===== src/rtl/pfpa_pkg.sv =====
package pfpa_pkg;

  localparam int BUFFER_DEPTH_DEF = 64;
  localparam int FRAME_LENGTH_DEF = 20;

  localparam logic [7:0] HDR0 = 8'h16;
  localparam logic [7:0] HDR1 = 8'h11;
  localparam logic [7:0] HDR2 = 8'h0B;

  // Ring of readings and the averaging arithmetic
  localparam int RING_SIZE = 5;
  localparam int RING_AW   = $clog2(RING_SIZE);
  localparam int PM_W      = 16;
  localparam int SUM_W     = $clog2(RING_SIZE * (2 ** PM_W - 1) + 1);
  localparam int AVG_W     = 20;

  // floor(16*x/5) == (x * RECIP_5) >> RECIP_SHIFT, exact for every window sum
  localparam int RECIP_W     = 23;
  localparam int RECIP_SHIFT = 21;
  localparam logic [RECIP_W-1:0] RECIP_5 = 23'd6710887;
  localparam int PROD_W      = SUM_W + RECIP_W;

  typedef enum logic {
    ACT_BYTE = 1'b0,
    ACT_END  = 1'b1
  } action_t;

  typedef enum logic [1:0] {
    ST_OK      = 2'd0,
    ST_BAD_HDR = 2'd1,
    ST_BAD_SUM = 2'd2
  } status_t;

  typedef struct packed {
    status_t           status;
    logic [PM_W-1:0]   pm;
  } frame_res_t;

  typedef struct packed {
    status_t           status;
    logic [PM_W-1:0]   pm;
    logic              updated;
    logic [AVG_W-1:0]  avg;
  } result_t;

endpackage


===== src/rtl/pfpa_ram.sv =====
module pfpa_ram #(
  parameter int W     = 16,
  parameter int DEPTH = 5,
  parameter int AW    = $clog2(DEPTH)
) (
  input  logic          clk,
  input  logic          we,
  input  logic [AW-1:0] waddr,
  input  logic [W-1:0]  wdata,
  input  logic          re,
  input  logic [AW-1:0] raddr,
  output logic [W-1:0]  rdata
);

  logic [W-1:0] mem [DEPTH];

  always_ff @(posedge clk) begin
    if (we) begin
      mem[waddr] <= wdata;
    end
    if (re) begin
      rdata <= mem[raddr];
    end
  end

endmodule


===== src/rtl/pfpa_frame.sv =====
module pfpa_frame #(
  parameter int BUFFER_DEPTH = pfpa_pkg::BUFFER_DEPTH_DEF,
  parameter int FRAME_LENGTH = pfpa_pkg::FRAME_LENGTH_DEF
) (
  input  logic                 clk,
  input  logic                 rst_n,
  input  logic                 byte_take,
  input  logic                 frame_end,
  input  logic [7:0]           data_byte,
  output pfpa_pkg::frame_res_t res
);

  localparam int CW = $clog2(BUFFER_DEPTH);

  logic [CW-1:0] cnt_r, cnt_nxt;
  logic [7:0]    hdr_r [3];
  logic [7:0]    hdr_nxt [3];
  logic [7:0]    rd_r [2];
  logic [7:0]    rd_nxt [2];
  logic [7:0]    sum_r, sum_nxt;
  logic          in_frame;

  assign in_frame = 32'(cnt_r) < 32'(FRAME_LENGTH);

  always_comb begin
    cnt_nxt = cnt_r;
    hdr_nxt = hdr_r;
    rd_nxt  = rd_r;
    sum_nxt = sum_r;
    if (frame_end) begin
      cnt_nxt = '0;
      hdr_nxt = '{default: 8'h00};
      rd_nxt  = '{default: 8'h00};
      sum_nxt = '0;
    end else if (byte_take) begin
      if (cnt_r < CW'(3)) begin
        hdr_nxt[cnt_r[1:0]] = data_byte;
      end else if (cnt_r == CW'(5)) begin
        rd_nxt[0] = data_byte;
      end else if (cnt_r == CW'(6)) begin
        rd_nxt[1] = data_byte;
      end
      if (in_frame) begin
        sum_nxt = sum_r + data_byte;
      end
      // buffer full: drop the whole frame
      if (cnt_r == CW'(BUFFER_DEPTH - 1)) begin
        cnt_nxt = '0;
        hdr_nxt = '{default: 8'h00};
        rd_nxt  = '{default: 8'h00};
        sum_nxt = '0;
      end else begin
        cnt_nxt = cnt_r + 1'b1;
      end
    end
  end

  always_ff @(posedge clk) begin
    if (!rst_n) begin
      cnt_r <= '0;
      hdr_r <= '{default: 8'h00};
      rd_r  <= '{default: 8'h00};
      sum_r <= '0;
    end else begin
      cnt_r <= cnt_nxt;
      hdr_r <= hdr_nxt;
      rd_r  <= rd_nxt;
      sum_r <= sum_nxt;
    end
  end

  always_comb begin
    res.pm = '0;
    if (hdr_r[0] != pfpa_pkg::HDR0 || hdr_r[1] != pfpa_pkg::HDR1 ||
        hdr_r[2] != pfpa_pkg::HDR2) begin
      res.status = pfpa_pkg::ST_BAD_HDR;
    end else if (sum_r != 8'h00) begin
      res.status = pfpa_pkg::ST_BAD_SUM;
    end else begin
      res.status = pfpa_pkg::ST_OK;
      res.pm     = {rd_r[0], rd_r[1]};
    end
  end

endmodule


===== src/rtl/pfpa_avg.sv =====
module pfpa_avg (
  input  logic                 clk,
  input  logic                 rst_n,
  input  logic                 adv,
  input  logic                 s0_valid,
  input  pfpa_pkg::frame_res_t s0_res,
  output logic                 res_valid,
  output pfpa_pkg::result_t    res
);

  localparam int AW = pfpa_pkg::RING_AW;
  localparam int PW = pfpa_pkg::PM_W;
  localparam int SW = pfpa_pkg::SUM_W;
  localparam logic [AW-1:0] LAST_SLOT = AW'(pfpa_pkg::RING_SIZE - 1);

  logic [AW-1:0]                  slot_r;
  logic                           s0_ok, rd_en;
  logic                           s1_valid_r, s1_upd_r, s1_ok, wr_en;
  pfpa_pkg::frame_res_t           s1_res_r;
  logic [AW-1:0]                  s1_slot_r;
  logic [pfpa_pkg::RING_SIZE-1:0] vld_r;
  logic [PW-1:0]                  rdata, old_val;
  logic [SW-1:0]                  sum_r, sum_nxt;
  logic                           s2_valid_r, s2_upd_r;
  pfpa_pkg::frame_res_t           s2_res_r;
  logic [SW-1:0]                  s2_sum_r;
  logic [pfpa_pkg::PROD_W-1:0]    prod;

  assign s0_ok = s0_res.status == pfpa_pkg::ST_OK;
  assign rd_en = adv && s0_valid && s0_ok;

  // Stage 0: read the slot about to be overwritten
  pfpa_ram #(
    .W     (PW),
    .DEPTH (pfpa_pkg::RING_SIZE)
  ) u_ring (
    .clk   (clk),
    .we    (wr_en),
    .waddr (s1_slot_r),
    .wdata (s1_res_r.pm),
    .re    (rd_en),
    .raddr (slot_r),
    .rdata (rdata)
  );

  always_ff @(posedge clk) begin
    if (!rst_n) begin
      slot_r <= '0;
    end else if (rd_en) begin
      slot_r <= (slot_r == LAST_SLOT) ? '0 : slot_r + 1'b1;
    end
  end

  always_ff @(posedge clk) begin
    if (!rst_n) begin
      s1_valid_r <= 1'b0;
      s2_valid_r <= 1'b0;
    end else if (adv) begin
      s1_valid_r <= s0_valid;
      s2_valid_r <= s1_valid_r;
    end
  end

  always_ff @(posedge clk) begin
    if (adv) begin
      s1_res_r  <= s0_res;
      s1_slot_r <= slot_r;
      s1_upd_r  <= s0_ok && (slot_r == LAST_SLOT);
      s2_res_r  <= s1_res_r;
      s2_upd_r  <= s1_upd_r;
      s2_sum_r  <= sum_nxt;
    end
  end

  // Stage 1: window sum = sum - old entry + new reading, write back
  assign old_val = vld_r[s1_slot_r] ? rdata : '0;
  assign s1_ok   = s1_valid_r && (s1_res_r.status == pfpa_pkg::ST_OK);
  assign wr_en   = adv && s1_ok;
  assign sum_nxt = s1_ok ? (sum_r - SW'(old_val) + SW'(s1_res_r.pm)) : sum_r;

  always_ff @(posedge clk) begin
    if (!rst_n) begin
      vld_r <= '0;
      sum_r <= '0;
    end else if (wr_en) begin
      vld_r[s1_slot_r] <= 1'b1;
      sum_r            <= sum_nxt;
    end
  end

  // Stage 2: divide by five through the reciprocal
  assign prod = pfpa_pkg::PROD_W'(s2_sum_r) * pfpa_pkg::PROD_W'(pfpa_pkg::RECIP_5);

  assign res_valid   = s2_valid_r;
  assign res.status  = s2_res_r.status;
  assign res.pm      = s2_res_r.pm;
  assign res.updated = s2_upd_r;
  assign res.avg     = prod[pfpa_pkg::RECIP_SHIFT +: pfpa_pkg::AVG_W];

endmodule


===== src/rtl/pm25_frame_parser_averager.sv =====
// Serial particle sensor frame parser with a five-reading PM2.5 average.
// Each frame-end transaction yields its result transaction through the stage 1,
// stage 2 and output registers; byte transactions yield none.
// Throughput: one transaction per cycle when no held result stalls the input, set by
//   the single read and write port of the reading ring that each frame end visits once.
// Reset: rst_n is synchronous, active low; clears the frame buffer, ring, average.
module pm25_frame_parser_averager #(
  parameter int BUFFER_DEPTH = pfpa_pkg::BUFFER_DEPTH_DEF,
  parameter int FRAME_LENGTH = pfpa_pkg::FRAME_LENGTH_DEF
) (
  input  logic        clk,
  input  logic        rst_n,
  // input channel
  input  logic        in_valid,
  output logic        in_stall,
  input  logic        in_action,
  input  logic [7:0]  in_data_byte,
  // result channel
  output logic        out_valid,
  input  logic        out_stall,
  output logic [1:0]  out_frame_status,
  output logic [15:0] out_pm25_reading,
  output logic        out_avg_updated,
  output logic        out_avg_valid,
  output logic [19:0] out_avg_pm25_q4
);

  logic                      adv, take, byte_take, frame_end;
  pfpa_pkg::frame_res_t      frame_res;
  logic                      res_valid;
  pfpa_pkg::result_t         res;

  logic                      out_valid_r;
  pfpa_pkg::status_t         status_r;
  logic [pfpa_pkg::PM_W-1:0] pm_r;
  logic                      upd_r;
  logic                      avg_ready_r;
  logic [pfpa_pkg::AVG_W-1:0] avg_r;

  // The whole pipeline advances together whenever the output register is free
  // or being emptied; the only back-pressure is a held result transaction.
  assign adv       = !out_valid_r || !out_stall;
  assign in_stall  = !adv;
  assign take      = in_valid && adv;
  assign byte_take = take && (in_action == pfpa_pkg::ACT_BYTE);
  assign frame_end = take && (in_action == pfpa_pkg::ACT_END);

  // Frame buffer: header, reading bytes and running checksum in registers.
  // Status is ready combinationally at the frame-end transaction.
  pfpa_frame #(
    .BUFFER_DEPTH (BUFFER_DEPTH),
    .FRAME_LENGTH (FRAME_LENGTH)
  ) u_frame (
    .clk       (clk),
    .rst_n     (rst_n),
    .byte_take (byte_take),
    .frame_end (frame_end),
    .data_byte (in_data_byte),
    .res       (frame_res)
  );

  // Ring of readings in RAM: read the outgoing entry, update the window sum,
  // write back, then divide by five; the average is flagged as updated on wrap.
  pfpa_avg u_avg (
    .clk       (clk),
    .rst_n     (rst_n),
    .adv       (adv),
    .s0_valid  (frame_end),
    .s0_res    (frame_res),
    .res_valid (res_valid),
    .res       (res)
  );

  // Output register; the published average lives here so that every later
  // result shows the latest one, in order.
  always_ff @(posedge clk) begin
    if (!rst_n) begin
      out_valid_r <= 1'b0;
      avg_ready_r <= 1'b0;
      avg_r       <= '0;
    end else if (adv) begin
      out_valid_r <= res_valid;
      if (res_valid && res.updated) begin
        avg_ready_r <= 1'b1;
        avg_r       <= res.avg;
      end
    end
  end

  always_ff @(posedge clk) begin
    if (adv && res_valid) begin
      status_r <= res.status;
      pm_r     <= res.pm;
      upd_r    <= res.updated;
    end
  end

  assign out_valid        = out_valid_r;
  assign out_frame_status = status_r;
  assign out_pm25_reading = pm_r;
  assign out_avg_updated  = upd_r;
  assign out_avg_valid    = avg_ready_r;
  assign out_avg_pm25_q4  = avg_r;

endmodule


===== config.mk =====
export PLATFORM = sky130hd
export DESIGN_NAME = pm25_frame_parser_averager
export DESIGN_NICKNAME = d
export VERILOG_FILES = /design/src/rtl/pfpa_pkg.sv /design/src/rtl/pfpa_ram.sv /design/src/rtl/pfpa_frame.sv /design/src/rtl/pfpa_avg.sv /design/src/rtl/pm25_frame_parser_averager.sv
export SDC_FILE = /design/constraint.sdc
export NUM_CORES = 1
export LEC_CHECK = 0
export ABC_AREA = 1
export ABC_CLOCK_PERIOD_IN_PS = 4700
export BUFFER_PORTS_ARGS = -buffer_cell sky130_fd_sc_hd__buf_2
export CORE_ASPECT_RATIO = 0.6
export CORE_UTILIZATION = 50
export CTS_CLUSTER_DIAMETER = 40
export CTS_CLUSTER_SIZE = 20
export DETAILED_ROUTE_END_ITERATION = 8
export GPL_TIMING_DRIVEN = 0
export PLACE_DENSITY = 0.65
export RECOVER_POWER = 100
export SETUP_SLACK_MARGIN = 0.1
export SYNTH_ARGS = -nofsm -noshare
export SYNTH_HDL_FRONTEND = slang
export SYNTH_SLANG_ARGS = --single-unit

===== constraint.sdc =====
create_clock -name clk -period 4.7 [get_ports clk]
set_input_delay 0 -clock clk [delete_from_list [all_inputs] [get_ports clk]]
set_output_delay 0 -clock clk [all_outputs]
set_load 0.005 [all_outputs]

==> run summary <==
Syn nets -> 2401
Grt ovf -> 0
Ranking of synthesized cells by area -> edfxtp_1 28%, fa_1 14%, dfxtp_1 11%
WHS Endpoint -> u_frame.rd_r[11]
Drt first-iter violations -> 1382
Critical Setup Path Class -> reg -> reg
Port bufs -> 54
Die ar. -> 38310 um^2
Crit path DAT -> 5.71 ns
Met1 WL -> 25960 um
Post-synth top area share -> 28.02%
DP Wirelength -> 40860 um
Cell Area, Synth -> 18750 um^2
Area delta synth->final -> 18.68%
DR pass1 iterations -> 6
Distinct cells, synth -> 47
CTS Buf Count -> 29
Max Cap Violations -> 0
Combinational power share -> 12.9%
Crit-path cells -> buf_6 > fa_2 > inv_1 > fa_1 > fa_1 > fa_1 > fa_1 > inv_1 > fa_1 > ha_4 > a21oi_2 > a21boi_4 > o21bai_4 > inv_1 > nand2_1 > nand2_2 > nand3_2 > nand2_2 > nand3_2 > nand2_1 > inv_1
Effective utilization at floorplan -> 51.21%
Rows -> 54
Clock transition at path regs -> 0.07 ns
Largest net degree at the start of global routing -> 63
FMAX -> 190.6 MHz
Crit path launch type -> flop
Family with the most delay on the worst path -> adder cells
Routed WL per cell -> 18.47 um
Die W -> 252.0 um
DP Cell Count -> 2657
Top-count cell post-synth -> inv_1
Yosys reg bits -> 280
EDFF count, synth -> 175
Worst slew margin -> 13.49%
Tot Pwr -> 5.712 mW
Crit-path max FO -> 3
Seq pwr share -> 46.2%
CP peak stage delay -> 0.56 ns
Worst Hold Launch -> in_data_byte[3]
Power Internal -> 4.107 mW
Asr flop ratio synth -> 0%
CTS tree -> yes
Setup crit end kind -> flop
Syn Area/Cell -> 8.978 um^2
Fin crit share -> 111.6%
Met2 wire length -> 18970 um
CP required -> 5.16 ns
Die height -> 152.0 um
Cells after synthesis -> 2089
Vias per inst -> 5.330
H-tree depth -> 1
Total track usage -> 26.97%
Flop2flop setup slack -> -0.55 ns
FF+latch area -> 7357 um^2
Top_reg_cell synth -> edfxtp_1
Top cells by count, synth -> 432 x inv_1, 272 x nand2_1, 258 x nor2_1
Clk sinks -> 280
Clock power share -> 40.9%
Hold Violations, Final -> 0
Hold path depth -> 4
Worst hold path type -> in -> reg
Peak supply drop -> 233.2 uV
Met3 wire len -> 5739 um
Remaining DRCs -> 0
Worst R2R Path Depth -> 21
R2R Path End -> out_avg_pm25_q4[19]
CP most frequent cell -> fa_1
RSZ-0062 raised after global routing -> yes
Worst-Skew Late Latency -> 0.58 ns
Final cell count without fillers -> 2776
Initial antenna violation count -> 0
Reg2reg start -> u_avg.s2_sum_r[17]
Top Metal Used -> met5
Multi-input combinational cell area -> 10670 um^2
Fill count -> 3170
Sw power -> 1.606 mW
WP buf/inv -> 5
Top Ports -> 55
Clock buffer depth -> 3
Core ar. -> 36620 um^2
Root buf cell -> clkbuf_16
Routed Antenna Nets -> 0
Status -> complete, but fails checks
Sequential area share after synthesis -> 39.23%
Synth warn -> 0
Area leader, netlist -> edfxtp_1
Switching Share -> 28.11%
Final WS setup -> -0.5463 ns
Period minus WS final -> 5.246 ns
Vias -> 14.80k
Final #Nets -> 2560
Slew Limit Fails -> 0
Leakage power -> 10.33 nW
Util after Layout -> 60.78%
Vias in the first global route -> 13.91k
Layout cells sized above 1 -> 16.12%
Drt total wl -> 51270 um
Finish-stage setup viols -> 20
Pwr Density -> 256.6 nW/um^2
CP max stage cell -> fa_1
RePlAce Congestion -> 1.050
First-pass GRT wire length -> 78820 um
Max Clock Skew -> 0.02687 ns
Worst slew pin tran -> 1.288 ns
Failing checks -> negative setup slack
final cells by class:
| class | count | share of cell area (%) |
|---|---|---|
| multi-input combinational | 1331 | 47.93 |
| sequential | 280 | 33.05 |
| inverter | 438 | 7.409 |
| timing repair buffer | 128 | 3.688 |
| clock buffer | 33 | 3.328 |
| tap | 504 | 2.833 |
| clock inverter | 21 | 1.034 |
| buffer | 40 | 0.7083 |
| antenna | 1 | 0.01124 |
cell families after synthesis:
group                      count (synthesis)  synth area share (%)
buffers and inverters                    478                 9.714
AOI/OAI and AO/OA                        357                 10.46
DFF                                      280                 39.23
adders and majority gates                299                 25.27
xor gates and xnor gates                  21                0.9807
and+or+nand+nor                          654                 14.34
state kept, by name, summed over array words and instances, names as in the netlist:
register            flops
u_avg.s2_upd_r          1
u_avg.s1_upd_r          1
u_frame.sum_r           8
u_avg.slot_r            3
u_avg.sum_r            19
u_avg.res              18
u_avg.vld_r             5
out_avg_pm25_q4        20
out_avg_updated         1
u_avg.u_ring.mem       80
u_avg.s1_valid_r        1
out_avg_valid           1
u_avg.res_valid         1
u_avg.u_ring.rdata     16
u_avg.s1_res_r         18
out_valid               1
u_frame.cnt_r           6
out_frame_status        2
u_frame.hdr_r          24
out_pm25_reading       16
u_avg.s2_sum_r         19
u_frame.rd_r           16
u_avg.s1_slot_r         3
layout by cell type (no fill, tap or decap), drive strengths merged, types with 14 or more instances in the layout:
cell type,n
a31oi,20
a21oi,147
nor3,21
nand2,274
dfxtp,105
clkbuf,96
o21ai,145
ha,166
inv,448
nor2,261
fa,133
nand3,66
nand4,14
buf,92
edfxtp,175
stage by stage:
step	area [um^2]	TNS, ns	setup WS (ns)	hold slack, ns
floorplan	19090	-0.1259	-0.03536	0.1627
finish	22260	-9.287	-0.5463	0.3219
global route	22260	-13.66	-0.6940	0.3383
CTS	21990	-7.792	-0.4744	0.2886
global placement	19990	-124.87	-1.643	0.3222
detailed placement	20120	-13.63	-0.9128	0.3328
per-layer routing:
metal	track usage [%]	vias up
met4	3.175	2
met3	8.977	46
met2	33.61	539
li1	-	7075
met5	0	-
met1	44.92	7133
tightest hold or removal path, stage by stage:
cell and delay (ns):
dlygate4sd3_1 0.53, buf_2 0.14, nand2_1 0.09, a21oi_1 0.07
power by group through the flow:
stage	logic, mW	clock network, mW	registers (mW)
6_report	0.739	2.34	2.64
2_1_floorplan	0.457	0	2.68
4_1_cts	0.702	2.36	2.64
3_3_place_gp	0.616	0	2.69
5_1_grt	0.821	2.47	2.64
3_5_place_dp	0.624	0	2.69
worst max path at each step:
stage	depth (start not counted)	to	from	slack, ns
final	21	out_avg_pm25_q4[19]	u_avg.s2_sum_r[17]	-0.55
after detailed placement	20	out_avg_pm25_q4[5]	u_avg.s2_sum_r[10]	-0.91
after global routing	19	out_avg_pm25_q4[19]	u_avg.s2_sum_r[18]	-0.69
after global placement	5	u_avg.u_ring.mem[1][12]	out_valid	-1.64
after floorplan	22	out_avg_pm25_q4[11]	u_avg.s2_sum_r[8]	-0.04
after CTS	22	out_avg_pm25_q4[9]	u_avg.s2_sum_r[5]	-0.47
repair_timing:
action	in CTS	in global routing
pin swaps	49	51
hold endpoints to repair	26	0
hold buffers	13	0
endpoints found under the setup margin	20	29
setup buffers	34	17
resized for setup	128	75
cloned	0	0
Note: power is estimated with default switching activity, not from simulation.
